<file path="src/design/b64_pkg.sv">
// Shared types, result codes and alphabet decode for the Base64 stream decoder.
package b64_pkg;

  localparam int FIFO_DEPTH_DEF = 4;
  localparam int MAX_RES        = 4;

  localparam logic [2:0] KIND_DATA       = 3'd0;
  localparam logic [2:0] KIND_PAD        = 3'd1;
  localparam logic [2:0] KIND_INVALID    = 3'd2;
  localparam logic [2:0] KIND_INCOMPLETE = 3'd3;
  localparam logic [2:0] KIND_END        = 3'd4;

  localparam logic [1:0] PAD_NONE  = 2'd0;
  localparam logic [1:0] PAD_THIRD = 2'd1;
  localparam logic [1:0] PAD_FOURTH = 2'd2;

  localparam logic [7:0] CH_SPACE = 8'h20;
  localparam logic [7:0] CH_TAB   = 8'h09;
  localparam logic [7:0] CH_LF    = 8'h0A;
  localparam logic [7:0] CH_CR    = 8'h0D;
  localparam logic [7:0] CH_PAD   = 8'h3D;

  typedef struct packed {
    logic [7:0] data_byte;
    logic [2:0] kind;
  } result_t;

  // Results caused by one accepted character, oldest in slot 0.
  typedef struct packed {
    logic [2:0]              cnt;
    logic                    eom;
    result_t [MAX_RES-1:0]   res;
  } bundle_t;

  // Returns {valid, value} for one alphabet character.
  function automatic logic [6:0] sym_decode(input logic [7:0] c);
    logic [7:0] tmp;
    logic [6:0] r;
    tmp = 8'd0;
    r   = 7'd0;
    if (c inside {[8'h41:8'h5A]}) begin
      tmp = c - 8'h41;
      r   = {1'b1, tmp[5:0]};
    end else if (c inside {[8'h61:8'h7A]}) begin
      tmp = c - 8'h47;
      r   = {1'b1, tmp[5:0]};
    end else if (c inside {[8'h30:8'h39]}) begin
      tmp = c + 8'h04;
      r   = {1'b1, tmp[5:0]};
    end else if (c == 8'h2B) begin
      r = {1'b1, 6'd62};
    end else if (c == 8'h2F) begin
      r = {1'b1, 6'd63};
    end
    return r;
  endfunction

endpackage

</file>
<file path="src/design/b64_front.sv">
// Front end: accepts characters, tracks the quad state and builds result bundles.
module b64_front (
  input  logic             clk,
  input  logic             rst_n,
  input  logic             push,
  output logic             full,
  input  logic [7:0]       in_char_code,
  input  logic             in_end_of_message,
  input  logic             q_full,
  output logic             q_wr,
  output b64_pkg::bundle_t q_wdata
);
  import b64_pkg::*;

  logic [17:0] qb_r, qb_nxt;
  logic [1:0]  cnt_r, cnt_nxt;
  logic [1:0]  pm_r, pm_nxt;

  logic        accept;
  logic        skip;
  logic [6:0]  dec;
  logic [5:0]  v;
  logic [23:0] shifted;
  logic [1:0]  cnt_new;
  logic [1:0]  pm_new;
  bundle_t     b;
  logic [2:0]  n;

  assign full   = q_full;
  assign accept = push && !q_full;
  assign dec    = sym_decode(in_char_code);

  always_comb begin
    skip    = (in_char_code == CH_SPACE) || (in_char_code == CH_TAB) ||
              (in_char_code == CH_LF) || (in_char_code == CH_CR);
    v       = 6'd0;
    pm_new  = pm_r;
    cnt_new = cnt_r;
    shifted = {qb_r, 6'd0};
    b       = '0;
    n       = 3'd0;
    if (!skip) begin
      if (in_char_code == CH_PAD) begin
        if (pm_r == PAD_NONE) begin
          if (cnt_r == 2'd2) begin
            pm_new = PAD_THIRD;
          end else if (cnt_r == 2'd3) begin
            pm_new = PAD_FOURTH;
          end else begin
            b.res[n[1:0]] = '{data_byte: 8'd0, kind: KIND_PAD};
            n = n + 3'd1;
          end
        end
      end else if (dec[6]) begin
        v = dec[5:0];
      end else begin
        b.res[n[1:0]] = '{data_byte: 8'd0, kind: KIND_INVALID};
        n = n + 3'd1;
      end
      shifted = {qb_r, v};
      cnt_new = cnt_r + 2'd1;
      if (cnt_r == 2'd3) begin
        b.res[n[1:0]] = '{data_byte: shifted[23:16], kind: KIND_DATA};
        n = n + 3'd1;
        if (pm_new != PAD_THIRD) begin
          b.res[n[1:0]] = '{data_byte: shifted[15:8], kind: KIND_DATA};
          n = n + 3'd1;
        end
        if (pm_new == PAD_NONE) begin
          b.res[n[1:0]] = '{data_byte: shifted[7:0], kind: KIND_DATA};
          n = n + 3'd1;
        end
      end
    end
    if (in_end_of_message) begin
      if (cnt_new != 2'd0) begin
        b.res[n[1:0]] = '{data_byte: 8'd0, kind: KIND_INCOMPLETE};
        n = n + 3'd1;
      end else if (n == 3'd0) begin
        b.res[n[1:0]] = '{data_byte: 8'd0, kind: KIND_END};
        n = n + 3'd1;
      end
    end
    b.cnt = n;
    b.eom = in_end_of_message;
  end

  always_comb begin
    qb_nxt  = qb_r;
    cnt_nxt = cnt_r;
    pm_nxt  = pm_r;
    if (accept) begin
      if (in_end_of_message) begin
        qb_nxt  = '0;
        cnt_nxt = 2'd0;
        pm_nxt  = PAD_NONE;
      end else begin
        if (!skip) qb_nxt = (cnt_r == 2'd3) ? 18'd0 : shifted[17:0];
        cnt_nxt = cnt_new;
        pm_nxt  = pm_new;
      end
    end
  end

  always_ff @(posedge clk) begin
    if (!rst_n) begin
      qb_r  <= '0;
      cnt_r <= 2'd0;
      pm_r  <= PAD_NONE;
    end else begin
      qb_r  <= qb_nxt;
      cnt_r <= cnt_nxt;
      pm_r  <= pm_nxt;
    end
  end

  assign q_wr    = accept && (b.cnt != 3'd0);
  assign q_wdata = b;

endmodule

</file>
<file path="src/design/b64_fifo.sv">
// Small bundle queue between the front end and the result sequencer.
module b64_fifo #(
  parameter int DEPTH = b64_pkg::FIFO_DEPTH_DEF
) (
  input  logic             clk,
  input  logic             rst_n,
  input  logic             wr,
  input  b64_pkg::bundle_t wdata,
  output logic             q_full,
  input  logic             rd,
  output b64_pkg::bundle_t rdata,
  output logic             q_empty
);
  import b64_pkg::*;

  localparam int PW = (DEPTH > 1) ? $clog2(DEPTH) : 1;
  localparam int CW = $clog2(DEPTH + 1);

  bundle_t        mem [DEPTH];
  logic [PW-1:0]  wp_r, wp_nxt;
  logic [PW-1:0]  rp_r, rp_nxt;
  logic [CW-1:0]  cnt_r, cnt_nxt;
  logic           do_wr, do_rd;

  assign q_full  = (cnt_r == CW'(DEPTH));
  assign q_empty = (cnt_r == '0);
  assign do_wr   = wr && !q_full;
  assign do_rd   = rd && !q_empty;
  assign rdata   = mem[rp_r];

  always_comb begin
    wp_nxt  = wp_r;
    rp_nxt  = rp_r;
    cnt_nxt = cnt_r;
    if (do_wr) wp_nxt = (wp_r == PW'(DEPTH - 1)) ? '0 : wp_r + PW'(1);
    if (do_rd) rp_nxt = (rp_r == PW'(DEPTH - 1)) ? '0 : rp_r + PW'(1);
    if (do_wr && !do_rd) cnt_nxt = cnt_r + CW'(1);
    else if (do_rd && !do_wr) cnt_nxt = cnt_r - CW'(1);
  end

  always_ff @(posedge clk) begin
    if (do_wr) mem[wp_r] <= wdata;
  end

  always_ff @(posedge clk) begin
    if (!rst_n) begin
      wp_r  <= '0;
      rp_r  <= '0;
      cnt_r <= '0;
    end else begin
      wp_r  <= wp_nxt;
      rp_r  <= rp_nxt;
      cnt_r <= cnt_nxt;
    end
  end

endmodule

</file>
<file path="src/design/b64_back.sv">
// Back end: holds one bundle and hands out its results one transaction at a time.
module b64_back (
  input  logic             clk,
  input  logic             rst_n,
  input  logic             q_empty,
  input  b64_pkg::bundle_t q_rdata,
  output logic             q_rd,
  output logic             empty,
  input  logic             pop,
  output logic [7:0]       out_data_byte,
  output logic [2:0]       out_kind,
  output logic             out_last
);
  import b64_pkg::*;

  bundle_t    bun_r, bun_nxt;
  logic       vld_r, vld_nxt;
  logic [1:0] idx_r, idx_nxt;
  logic       done;
  logic       take;

  assign done  = ({1'b0, idx_r} == (bun_r.cnt - 3'd1));
  assign take  = vld_r && pop;
  assign q_rd  = (!vld_r || (take && done)) && !q_empty;
  assign empty = !vld_r;

  assign out_data_byte = bun_r.res[idx_r].data_byte;
  assign out_kind      = bun_r.res[idx_r].kind;
  assign out_last      = bun_r.eom && done;

  always_comb begin
    bun_nxt = bun_r;
    vld_nxt = vld_r;
    idx_nxt = idx_r;
    if (take && !done) begin
      idx_nxt = idx_r + 2'd1;
    end else if (!vld_r || take) begin
      idx_nxt = 2'd0;
      vld_nxt = !q_empty;
      if (!q_empty) bun_nxt = q_rdata;
    end
  end

  always_ff @(posedge clk) begin
    bun_r <= bun_nxt;
  end

  always_ff @(posedge clk) begin
    if (!rst_n) begin
      vld_r <= 1'b0;
      idx_r <= 2'd0;
    end else begin
      vld_r <= vld_nxt;
      idx_r <= idx_nxt;
    end
  end

endmodule

</file>
<file path="src/design/base64_stream_decoder.sv">
// Top level of the Base64 stream decoder: front end, bundle queue, result sequencer.
//
//  channel   handshake        payload
//  input     push / full      in_char_code[7:0], in_end_of_message
//  result    empty / pop      out_data_byte[7:0], out_kind[2:0], out_last
//
// One character is accepted per cycle while the bundle queue has room.
// Each character yields zero to four results; the sequencer emits one per cycle while pop is asserted,
// so characters with several results hold off the input once the bundle queue fills.
// First result reaches the outputs through the bundle queue and the sequencer's bundle register.
// Synchronous active-low reset clears quad state and queue and marks the output empty.
module base64_stream_decoder #(
  parameter int FIFO_DEPTH = b64_pkg::FIFO_DEPTH_DEF
) (
  input  logic       clk,
  input  logic       rst_n,
  input  logic       push,
  output logic       full,
  input  logic [7:0] in_char_code,
  input  logic       in_end_of_message,
  output logic       empty,
  input  logic       pop,
  output logic [7:0] out_data_byte,
  output logic [2:0] out_kind,
  output logic       out_last
);
  import b64_pkg::*;

  logic    q_full, q_empty, q_wr, q_rd;
  bundle_t q_wdata, q_rdata;

  b64_front u_front (
    .clk               (clk),
    .rst_n             (rst_n),
    .push              (push),
    .full              (full),
    .in_char_code      (in_char_code),
    .in_end_of_message (in_end_of_message),
    .q_full            (q_full),
    .q_wr              (q_wr),
    .q_wdata           (q_wdata)
  );

  b64_fifo #(.DEPTH(FIFO_DEPTH)) u_fifo (
    .clk     (clk),
    .rst_n   (rst_n),
    .wr      (q_wr),
    .wdata   (q_wdata),
    .q_full  (q_full),
    .rd      (q_rd),
    .rdata   (q_rdata),
    .q_empty (q_empty)
  );

  b64_back u_back (
    .clk           (clk),
    .rst_n         (rst_n),
    .q_empty       (q_empty),
    .q_rdata       (q_rdata),
    .q_rd          (q_rd),
    .empty         (empty),
    .pop           (pop),
    .out_data_byte (out_data_byte),
    .out_kind      (out_kind),
    .out_last      (out_last)
  );

endmodule

</file>
<file path="config.mk">
export PLATFORM = sky130hd
export DESIGN_NAME = base64_stream_decoder
export DESIGN_NICKNAME = d
export VERILOG_FILES = /design/src/design/b64_pkg.sv /design/src/design/b64_front.sv /design/src/design/b64_fifo.sv /design/src/design/b64_back.sv /design/src/design/base64_stream_decoder.sv
export SDC_FILE = /design/constraint.sdc
export NUM_CORES = 1
export LEC_CHECK = 0
export BUFFER_PORTS_ARGS = -buffer_cell sky130_fd_sc_hd__buf_4
export CAP_MARGIN = 40
export CORE_MARGIN = 5
export CORE_UTILIZATION = 35
export CTS_BUF_LIST = sky130_fd_sc_hd__clkbuf_2 sky130_fd_sc_hd__clkbuf_4 sky130_fd_sc_hd__clkbuf_8
export CTS_CLUSTER_SIZE = 30
export DETAILED_ROUTE_END_ITERATION = 12
export PLACE_DENSITY = 0.5
export SLEW_MARGIN = 20
export SYNTH_ARGS = -nofsm -noshare
export SYNTH_HDL_FRONTEND = slang
export SYNTH_SLANG_ARGS = --single-unit
</file>
<file path="constraint.sdc">
create_clock -name clk -period 6.5 [get_ports clk]
set_input_delay 1.3 -clock clk [delete_from_list [all_inputs] [get_ports clk]]
set_output_delay 1.3 -clock clk [all_outputs]
set_load 0.01 [all_outputs]
</file>
* Yosys cells after proc, flatten, opt, wreduce, memory -nomap -nowiden
Memory sizes are Yosys's and may differ from the RTL's. A register that Yosys moved wholly into a read port is not among the register bits.
Index checks and enable logic that the tools add are counted.
** Operators by class
- Muxes and demuxes :: 71
- Reduce and logical (&&, ||, !) cells :: 40
- Equal/unequal tests :: 15
- $add $sub $neg :: 14
- Bitwise operators :: 8
- $lt $le $gt $ge :: 15
** Operators by type and width (count)
- $mux W44 :: 9
- $bwmux W44 :: 3
- $mux W11 :: 9
- $demux W11 S2 :: 4
- $mux W18 :: 3
- $mux W3 :: 15
- $and A40 B40 Y40 :: 1
- $not A40 Y40 :: 1
- $and A36 B36 Y36 :: 1
- $not A36 Y36 :: 1
- $mux W7 :: 5
- $eq A8 B6 Y1 const B :: 4
- $mux W2 :: 14
- $eq A8 B4 Y1 const B :: 3
- $bmux W11 S2 :: 1
- $logic_and A1 B1 Y1 :: 18
- $mux W6 :: 3
- $ge A8 B7 Y1 const B :: 2
- $le A8 B7 Y1 const B :: 2
- $add A3 B1 Y3 const B :: 5
- $lt A2 B3 Y1 const B :: 5
- $add A2 B1 Y2 const B :: 4
- $eq A2 B2 Y1 const B :: 4
- $ge A2 B1 Y1 const B :: 4
- other kinds (22) :: 42
** Word-level totals
- Logic and storage cells :: 172
- Bits of input ports :: 13
- Memories kept :: 1
- Output and inout port bits :: 14
- RAM bits :: 192
- Register bits :: 32
** Memory list
- u_fifo.mem :: depth 4, bits a word 48, rd ports 1, clocked after Yosys merged registers in 1, write ports 1, RTL line b64_fifo.sv:19 : bundle_t mem [DEPTH];

* Logic depth before layout (Yosys ltp)
Gate-level depths: netlist of the first run.
- Depth after elaboration :: 29
- Gate-level depth with buffers :: 29
- Gate-level depth less buffers :: 25

* By module
A second synthesis of the first run with hierarchy kept.
** Unflattened totals
- Cells, all modules :: 732
- Area total of the unflattened synthesis :: 11911.4 um^2
** By module, submodules not included
- b64_fifo :: cells each 301, instances 1, seq. area each 5945.7 um^2, area an instance 7393.3 um^2
- b64_front :: cells each 341, instances 1, seq. area each 440.4 um^2, area an instance 2551.2 um^2
- b64_back :: cells each 90, instances 1, seq. area each 1501.4 um^2, area an instance 1966.9 um^2

* Worst setup path after synthesis of the first run
Ideal clock, no wire load.
- Path type :: input to register
- From :: in in_char_code[2]
- To :: mem u_fifo.mem[0][0] (netlist bit) (enable)
- Arrival time :: 5775 ps
- Setup time :: 407 ps
- Slack :: 318 ps
- Stages :: 21
- Cells stage by stage :: clkbuf_1 -> inv_1 -> ha_1 -> a21oi_1 -> a41oi_1 -> a211o_1 -> nand2_1 -> nand2_1 -> ha_1 -> xor2_1 -> a21o_1 -> nor2_1 -> inv_1 -> ha_1 -> nand2_1 -> nor2_1 -> o21ai_0 -> o211ai_2 -> nor3_1 -> nand3b_4 -> and2_1
** Between the ends
- Longest elaborated chain between the ends :: 27
- Elaborated cells between the ends (all ways) :: 52
- Classes of those cells :: add/sub (4); order compare (6); eq/ne (8); mux (22); reduce/logical (12)
** Ends and longest elaborated chain
- start, declared :: RTL line base64_stream_decoder.sv:19 : input logic [7:0] in_char_code,
- branches (longest 21 deep; another with $ge A8 B6 Y1)
- $mux W3 * :: RTL line b64_front.sv:75 : if (in_end_of_message) begin
- $reduce_bool A3 Y1 * :: RTL line b64_front.sv:117 : assign q_wr = accept && (b.cnt != 3'd0);
- $logic_and A1 B1 Y1 * :: RTL line b64_front.sv:117
- $logic_and A1 B1 Y1 * :: RTL line b64_fifo.sv:27 : assign do_wr = wr && !q_full;
- named net u_fifo.do_wr :: RTL line b64_fifo.sv:23 : logic do_wr, do_rd;
- $mux W1 * :: RTL line b64_fifo.sv:42 : if (do_wr) mem[wp_r] <= wdata;
- $mux W1 (implied by the code) * :: RTL line b64_fifo.sv:42
- end, declared :: RTL line b64_fifo.sv:19
Mark *: on every way through the listed nets, which the timed path passes. The select of a mux whose other input is x is not followed.

* Worst setup path after layout of the first run
- From :: in in_char_code[2]
- To :: reg u_fifo.cnt_r[2]
** Between the ends
- Longest elaborated chain between the ends :: 28
- Elaborated cells between the ends (all ways) :: 55
- Classes of those cells :: add/sub (4); order compare (6); eq/ne (8); mux (21); reduce/logical (16)
** Ends and longest elaborated chain
- branches (longest 21 deep; another with $ge A8 B6 Y1)
- $mux W3 * :: RTL line b64_front.sv:75
- $reduce_bool A3 Y1 * :: RTL line b64_front.sv:117
- $logic_and A1 B1 Y1 * :: RTL line b64_front.sv:117
- $logic_and A1 B1 Y1 * :: RTL line b64_fifo.sv:27
- named net u_fifo.do_wr :: RTL line b64_fifo.sv:23
- $logic_not A1 Y1 :: RTL line b64_fifo.sv:38 : else if (do_rd && !do_wr) cnt_nxt = cnt_r - CW'(1);
- $logic_and A1 B1 Y1 :: RTL line b64_fifo.sv:38
- $reduce_bool A2 Y1 (no source line)
- end signal, assigned :: RTL line b64_fifo.sv:53 : cnt_r <= cnt_nxt;
- end, declared :: RTL line b64_fifo.sv:22 : logic [CW-1:0] cnt_r, cnt_nxt;
Marked as above.
A chain may end at the register's enable or synchronous reset.

==> impl.org, run 1 <==
** Synth
- Number of warning messages in the yosys log :: 0
- Syn Std Cell Area :: 11100 um^2
- After synthesis the netlist holds a flip-flop and latch count of 257.
- Number of instances in the synthesized netlist :: 698
- Number of synthesized flops with an enable pin :: 225
- Of all flip-flops after synthesis, the portion carrying an async set or reset was 0.
- Sequential area share after synthesis :: 0.665
- In this run the mean area of a mapped cell was 15.9 um^2.
- After synthesis, the netlist uses 63 different library cells.
- When the netlist entered floorplanning its net count stood at 737.
- Most used flip-flop cell after synthesis :: sky130_fd_sc_hd__edfxtp_1

** Route
- The first routing iteration left 406 violations.
- After detailed routing, the average wire length per cell comes to 19.9 um.
- Vias per cell :: 5.26
- After detailed routing, the total wire length is 23500 um.
- DRC violations left :: 0
- The first detailed-routing pass took 5 iterations.
- The detail route stage leaves a number of antenna-violating nets equal to 0.
- Across all layers, the routed design uses 6202 vias.

** Critical path
- Number of buffer and inverter instances along the worst setup path :: 4
- Most numerous cell on the critical path :: sky130_fd_sc_hd__ha_1
- Worst EP arrival :: 6270 ps
- On the critical path, the stage with the largest delay is an instance of sky130_fd_sc_hd__ha_1.
- For this run, the slowest stage of the critical path takes 400 ps.
- Setup CP Type :: in -> reg
- The worst setup path is launched from an input pin.
- Critical Path RT :: 6950 ps
- In this run the worst path has a maximum fanout of 8.
- Top Family by Delay on Critical Path :: adder cells
- The worst setup path is captured at a flip-flop.

** Placed design
- The congestion estimate from routability-driven global placement came to 0.863.
- Setup WS pre-CTS :: 146 ps
- Number of port buffers :: 26
- Dpl cells :: 1108
- Detailed placement finished with a half-perimeter wire length of 14700 um.

** STA
- Achievable clock frequency :: 0.172 GHz
- Final setup margin :: 684 ps
- Measured against its own limit, the worst slew margin works out to 0.425.
- Unrepaired setup endpoints after global routing :: no
- The worst path in the final design needs a cycle of 5820 ps, including I/O delays and setup.
- The number of hold violations in the final report was 0.
- Post-route worst hold slack :: 515 ps
- Maximum clock skew at final layout :: 21.6 ps
- Final number of max-transition violations :: 0
- Of the available clock period, the critical path in the final layout requires 0.895.
- Finish-stage setup viols :: 0
- Setup tns final :: 0 ps
- For the pin with the worst max-slew slack, the measured transition is 863 ps.

** Floorplan
- Horiz. Die Dim :: 188 um
- During I/O placement, the number of pins put on the boundary was 27.
- The die covers 35500 um^2.
- Row Count :: 65
- In this run the vertical extent of the chip is 188 um.
- Core area :: 31500 um^2
- Initial cell density of the core :: 0.353

** Layout
- Ant. Diodes :: 0
- Commonest cells after routing, fill and taps aside :: sky130_fd_sc_hd__edfxtp_1 (225), sky130_fd_sc_hd__mux4_2 (56), sky130_fd_sc_hd__clkbuf_8 (44), sky130_fd_sc_hd__nor2_1 (38), sky130_fd_sc_hd__buf_4 (36)
- In the final design database the tool counted 788 nets.
- Share of layout cells above drive strength 1 :: 0.240
- Area added between synthesis and finish :: 14.2%
- Commonest non-fill, non-tap cell in the layout :: sky130_fd_sc_hd__edfxtp_1
- Finished Layout Cells :: 1180

** Power
- The worst-case IR drop observed on VDD is 0.241 mV.
- Leakage power figure :: 4.17 nW
- Dividing total power by cell area gives a power density of 365 nW/um^2.

** GRT
- The first global-routing pass estimated 36900 um of wire.
- Via count of the first global-routing pass :: 6521
- For this run, the total global-route usage over all layers was measured as 0.133.
- Overall overflow remaining after global route :: 0
- Pin count of the biggest net entering global routing :: 48
- The initial antenna violation count came to 0.

** Clock tree
- The H-tree was split into 2 levels.
- Root buffer cell :: sky130_fd_sc_hd__clkbuf_8
- The number of clock buffers added by TritonCTS is 41.
- Gates resized during post-CTS repair numbered 0.
- Clock-pin slew was measured on the worst setup and hold paths at 60 ps.
- After clock tree synthesis, the setup repair step added 0 buffers.
- Hold Buf Count CTS :: 0
- The clock passes through at most 3 buffers.
- CTS tree :: built
- For the worst-skew pair, the clock arrives at the later sink with an insertion delay of 540 ps.
- # clock sinks :: 257

** Flow run
- Across the run, the number of max-cap violations was 0.

** Run status
- The run finished with clean final reports.

** Hold path
- Worst hold-check path type :: reg -> reg
## where the power goes
group / switching (W) / total, W / internal (W)
Clock: 0.000600 / 0.00134 / 0.000742
Combinational: 0.000550 / 0.00105 / 0.000503
Sequential: 0.0000809 / 0.00224 / 0.00216
## kinds of logic after synthesis
| group | count (synthesis) | synth area share |
|---|---|---|
| adders and majority gates | 26 | 0.0299 |
| AOI/OAI and AO/OA | 108 | 0.0718 |
| muxes | 62 | 0.119 |
| and+or+nand+nor | 176 | 0.0850 |
| buffers and inverters | 57 | 0.0201 |
| xor gates and xnor gates | 12 | 0.00945 |
| DFF | 257 | 0.665 |
## routing by layer
layer | global-route usage | part of all wire | vias to the layer above
li1 | - | - | 2844
met2 | 0.215 | 0.48 | 164
met4 | 0.0482 | 0.027 | 0
met3 | 0.0232 | 0.044 | 38
met5 | 0 | 0 | -
met1 | 0.181 | 0.45 | 3156
## path summary, 6_finish.rpt
check / startpoint / cells past startpoint / slack (ps) / end
worst max register to register: u_front.cnt_r[1]$_SDFFE_PN0P_ / 21 / 1570 / u_fifo.cnt_r[2]$_SDFFE_PN0P_
worst min register to register: u_fifo.cnt_r[2]$_SDFFE_PN0P_ / 2 / 520 / u_fifo.cnt_r[2]$_SDFFE_PN0P_
worst min-delay path: u_fifo.cnt_r[2]$_SDFFE_PN0P_ / 2 / 520 / u_fifo.cnt_r[2]$_SDFFE_PN0P_
worst max-delay path: in_char_code[2] / 25 / 680 / u_fifo.cnt_r[2]$_SDFFE_PN0P_
## stage by stage
step | util | power [W] | cell area (um^2)
global placement | 0.376 | 0.00331 | 11800
floorplan | - | 0.00300 | 11100
finish | 0.404 | 0.00463 | 12700
global route | 0.404 | 0.00489 | 12700
CTS | 0.404 | 0.00472 | 12700
detailed placement | 0.378 | 0.00337 | 11900
## flip-flops by register name, summed over array words and instances, names as in the netlist
| signal | cells |
|---|---|
| u_back.bun_r | 45 |
| u_front.qb_r | 18 |
| u_fifo.rp_r | 2 |
| u_back.idx_r | 2 |
| u_back.vld_r | 1 |
| u_fifo.cnt_r | 3 |
| u_front.pm_r | 2 |
| u_fifo.mem | 180 |
| u_front.cnt_r | 2 |
| u_fifo.wp_r | 2 |
## synth_stat cells (7+ instances only)
library cell | count | area (um^2)
sky130_fd_sc_hd__a21oi_1 | 17 | 85.1
sky130_fd_sc_hd__a22oi_1 | 26 | 195
sky130_fd_sc_hd__a311oi_1 | 9 | 78.8
sky130_fd_sc_hd__and2_1 | 28 | 175
sky130_fd_sc_hd__buf_2 | 8 | 40.0
sky130_fd_sc_hd__clkbuf_1 | 21 | 78.8
sky130_fd_sc_hd__dfxtp_1 | 32 | 641
sky130_fd_sc_hd__edfxtp_1 | 225 | 6760
sky130_fd_sc_hd__ha_1 | 25 | 313
sky130_fd_sc_hd__inv_1 | 22 | 82.6
sky130_fd_sc_hd__mux4_2 | 56 | 1260
sky130_fd_sc_hd__nand2_1 | 31 | 116
sky130_fd_sc_hd__nand3_1 | 10 | 50.1
sky130_fd_sc_hd__nor2_1 | 38 | 143
sky130_fd_sc_hd__nor2b_1 | 32 | 200
sky130_fd_sc_hd__nor3_1 | 13 | 65.1
sky130_fd_sc_hd__o21ai_0 | 13 | 65.1
sky130_fd_sc_hd__xor2_1 | 7 | 61.3
## tightest hold or removal path: stages, from the launching register on
cell	delay, ps
sky130_fd_sc_hd__dfxtp_1	320
sky130_fd_sc_hd__o21ai_0	70
sky130_fd_sc_hd__a21boi_0	70
## area by class of cell
class	count	area (um^2)
well taps	402	503
clock buffers	57	703
fillers	2808	18800
repair buffers	42	384
inverters	23	86.3
multi-input cells	384	3520
flip-flops and latches	257	7400
clock inverters	15	101
(Power assumes the default switching activity.)
==> run 2: changes to the inputs <==
--- a/config.mk
+++ b/config.mk
@@ -5,13 +5,13 @@
 export SDC_FILE = /design/constraint.sdc
 export NUM_CORES = 1
 export LEC_CHECK = 0
-export BUFFER_PORTS_ARGS = -buffer_cell sky130_fd_sc_hd__buf_4
 export CAP_MARGIN = 40
-export CORE_MARGIN = 5
+export CORE_MARGIN = 4
 export CORE_UTILIZATION = 35
 export CTS_BUF_LIST = sky130_fd_sc_hd__clkbuf_2 sky130_fd_sc_hd__clkbuf_4 sky130_fd_sc_hd__clkbuf_8
 export CTS_CLUSTER_SIZE = 30
 export DETAILED_ROUTE_END_ITERATION = 12
+export DONT_BUFFER_PORTS = 1
 export PLACE_DENSITY = 0.5
 export SLEW_MARGIN = 20
 export SYNTH_ARGS = -nofsm -noshare
==> impl.org, run 2 (synthesis gave the netlist of run 1 again) <==
** Critical path
- The endpoint identified for the worst register-to-register timing path is u_fifo.cnt_r[2]$_SDFFE_PN0P_.
- Slowest stage cell, crit path :: sky130_fd_sc_hd__ha_1
- The kind of cell with the highest combined delay along the critical path is adder cells.
- Number of buffer and inverter instances along the worst setup path :: 3
- Setup CP Type :: in -> reg
- Data on the critical path arrives at its endpoint at 6150 ps.
- Most numerous cell on the critical path :: sky130_fd_sc_hd__ha_1
- Kind of launch point of the worst setup path :: input pin
- STA classifies the critical path endpoint as a flip-flop.
- Cell depth of the worst flop-to-flop path :: 22
- In this run the register-to-register setup slack is 1480 ps.
- For the worst setup path, the data required time is 6950 ps.
- Critical path's largest stage delay :: 390 ps
- The critical path crosses 25 cells after its start point.
- Of all nets on the critical path, the largest fanout is 8.
- Worst flop-to-flop path startpoint :: u_front.cnt_r[0]$_SDFFE_PN0P_

** STA
- Setup repair after global routing left no endpoint under its margin.
- Summed over all failing endpoints, the final setup total negative slack is 0 ps.
- Headroom to the max-slew limit came out at 0.346.
- Final number of max-transition violations :: 0
- Part of the cycle the worst path needs :: 0.877
- Finish-stage setup viols :: 0
- Subtracting the final worst setup slack from the clock period gives 5700 ps.
- The number of hold violations in the final report came to 0.
- Post-route worst hold slack :: 510 ps
- Achievable clock frequency :: 0.175 GHz
- For the pin with the worst max-slew slack, the measured transition is 981 ps.
- Maximum clock skew at final layout :: 16.2 ps

** Layout
- Leaving out fill and tap cells, the most frequent cell in the layout is sky130_fd_sc_hd__edfxtp_1.
- In the final layout, the share of cells above drive strength 1 is 0.211.
- Registers with the most flip-flops :: u_fifo.mem: 180 flops, u_back.bun_r: 45 flops, u_front.qb_r: 18 flops
- Max reg flops :: 180
- The library cells used most frequently in the layout, excluding fill and tap cells, are sky130_fd_sc_hd__edfxtp_1 (225), sky130_fd_sc_hd__mux4_2 (56), sky130_fd_sc_hd__clkbuf_8 (42), sky130_fd_sc_hd__nor2_1 (38), sky130_fd_sc_hd__nor2b_1 (32).
- Counting flops per register, the top entry is u_fifo.mem.
- After routing the design area is 12500 um^2.
- For this run, the post-layout net count is 759.
- Ant. Diodes :: 0
- Measured on the finished design, the core utilization comes to 0.396.
- Relative to the synthesized area, the layout overhead comes to 12.2%.

** Placed design
- Number of port buffers :: 0
- DPL Wire Length :: 15000 um
- Placer's final routability congestion estimate :: 0.832
- In this run the cell area measured after placement is 11700 um^2.

** Power
- Areal power density over the cells :: 365 nW/um^2
- Peak VDD IR :: 0.152 mV
- Summed over all cells, the static leakage comes to 4.02 nW.

** Hold path
- Hold_sp :: u_fifo.cnt_r[2]$_SDFFE_PN0P_
- Along the worst hold path, the cell count comes to 2.
- Hold Path Sink :: u_fifo.cnt_r[2]$_SDFFE_PN0P_
- Worst hold-check path type :: reg -> reg

** Clock tree
- The H-tree generated during clock tree synthesis spans 2 levels.
- Worst-skew pair later-pin latency :: 530 ps
- In this run, post-CTS hold repair placed 0 buffers.
- Clock Path Buffers :: 3
- Clock transition time at the flip-flop clock pins of the worst setup and hold paths :: 50 ps
- Gates resized during post-CTS repair numbered 0.
- Buffers inserted by post-CTS timing repair :: 0
- CTS tree :: built
- Root buffer cell :: sky130_fd_sc_hd__clkbuf_8
- In this run, CTS created clock tree buffers numbering 41.
- The clock net in this run drives a total of 257 sinks.

** Floorplan
- Die height :: 186 um
- The initial utilization of the core area, before any placement, comes to 0.353.
- Die area :: 34700 um^2
- Row Count :: 65
- For this design the top-level I/O count stands at 27.
- Horiz. Die Dim :: 186 um
- The floorplan step defined a core boundary enclosing 31500 um^2.

** Route
- Routed wl met3 :: 1080 um
- Remaining antenna violation count after routing :: 0
- The detailed router finished its first iteration with 496 violations.
- Routed WL :: 23500 um
- After detailed routing, the average wire length per cell comes to 20.4 um.
- The detailed router put a total of 10500 um of wire on met1.
- Met2 layer wire length in the routed design :: 11400 um
- Using the TritonRoute via totals, the vias-per-cell ratio works out to 5.29.
- After detailed routing, no signal wire sits above met4.
- Before antenna repair, the detailed router went through 5 iterations.
- After detailed routing, the number of remaining DRC violations is 0.
- Vias after detailed routing :: 6094

** Run status
- The flow ran to the end, and the final reports show no timing, DRC or antenna violations.

** GRT
- Total routing resource utilization after global routing :: 0.139
- Overall overflow remaining after global route :: 0
- The via count of the first global-routing pass was 6348.
- Entering global routing, the biggest net connects 48 pins.
- The initial antenna violation count came to 0.
- First-pass GRT wire length :: 37100 um

** Flow run
- Max_cap viols :: 0
## run 2: changes by cell type in the layout (fill, tap and decap cells not counted), sizes merged
cell,delta
buf,-29
clkbuf,-2
clkinvlp,+2
inv,-2
bufinv,+1
clkinv,+1
## run 2: per-layer routing
metal | track usage | vias up
li1 | - | 2784
met1 | 0.186 | 3127
met2 | 0.230 | 144
met3 | 0.0270 | 39
met4 | 0.0437 | 0
met5 | 0 | -
## run 2: worst max-delay path by stage
stage	startpoint	to	slack, ps
global route	in_char_code[2]	u_fifo.cnt_r[2]$_SDFFE_PN0P_	480
finish	in_char_code[2]	u_fifo.cnt_r[2]$_SDFFE_PN0P_	800
CTS	in_char_code[2]	u_fifo.cnt_r[2]$_SDFFE_PN0P_	860
detailed placement	in_char_code[2]	u_fifo.cnt_r[2]$_SDFFE_PN0P_	320
global placement	in_char_code[2]	u_fifo.cnt_r[2]$_SDFFE_PN0P_	510
floorplan	in_char_code[2]	u_fifo.mem[0][0]$_DFFE_PP_	320
## run 2: cell type report
| class | count | area [um^2] |
|---|---|---|
| inverters | 23 | 86.3 |
| flip-flops and latches | 257 | 7400 |
| clock buffers | 55 | 676 |
| multi-input cells | 384 | 3520 |
| well taps | 402 | 503 |
| clock inverters | 17 | 135 |
| repair buffers | 13 | 151 |
| fillers | 2812 | 19000 |
## run 2: power by group
part	internal (W)	switching (W)	total [W]
Clock	0.000757	0.000596	0.00135
Sequential	0.00216	0.000125	0.00228
Combinational	0.000424	0.000489	0.000913
Total	0.00334	0.00121	0.00455
## run 2: tightest hold or removal path, delay by kind of cell, from the launching register on
kind | cells | cell delay, ps
compound gates | 2 | 140
flops | 1 | 320
## run 2: stage by stage
| step | worst slack, ps | power [W] | std cells |
|---|---|---|---|
| floorplan | 318 | 0.00300 | 698 |
| global placement | 505 | 0.00324 | 1077 |
| detailed placement | 318 | 0.00327 | 1079 |
| CTS | 862 | 0.00464 | 1151 |
| global route | 485 | 0.00481 | 1151 |
| finish | 802 | 0.00455 | 1151 |
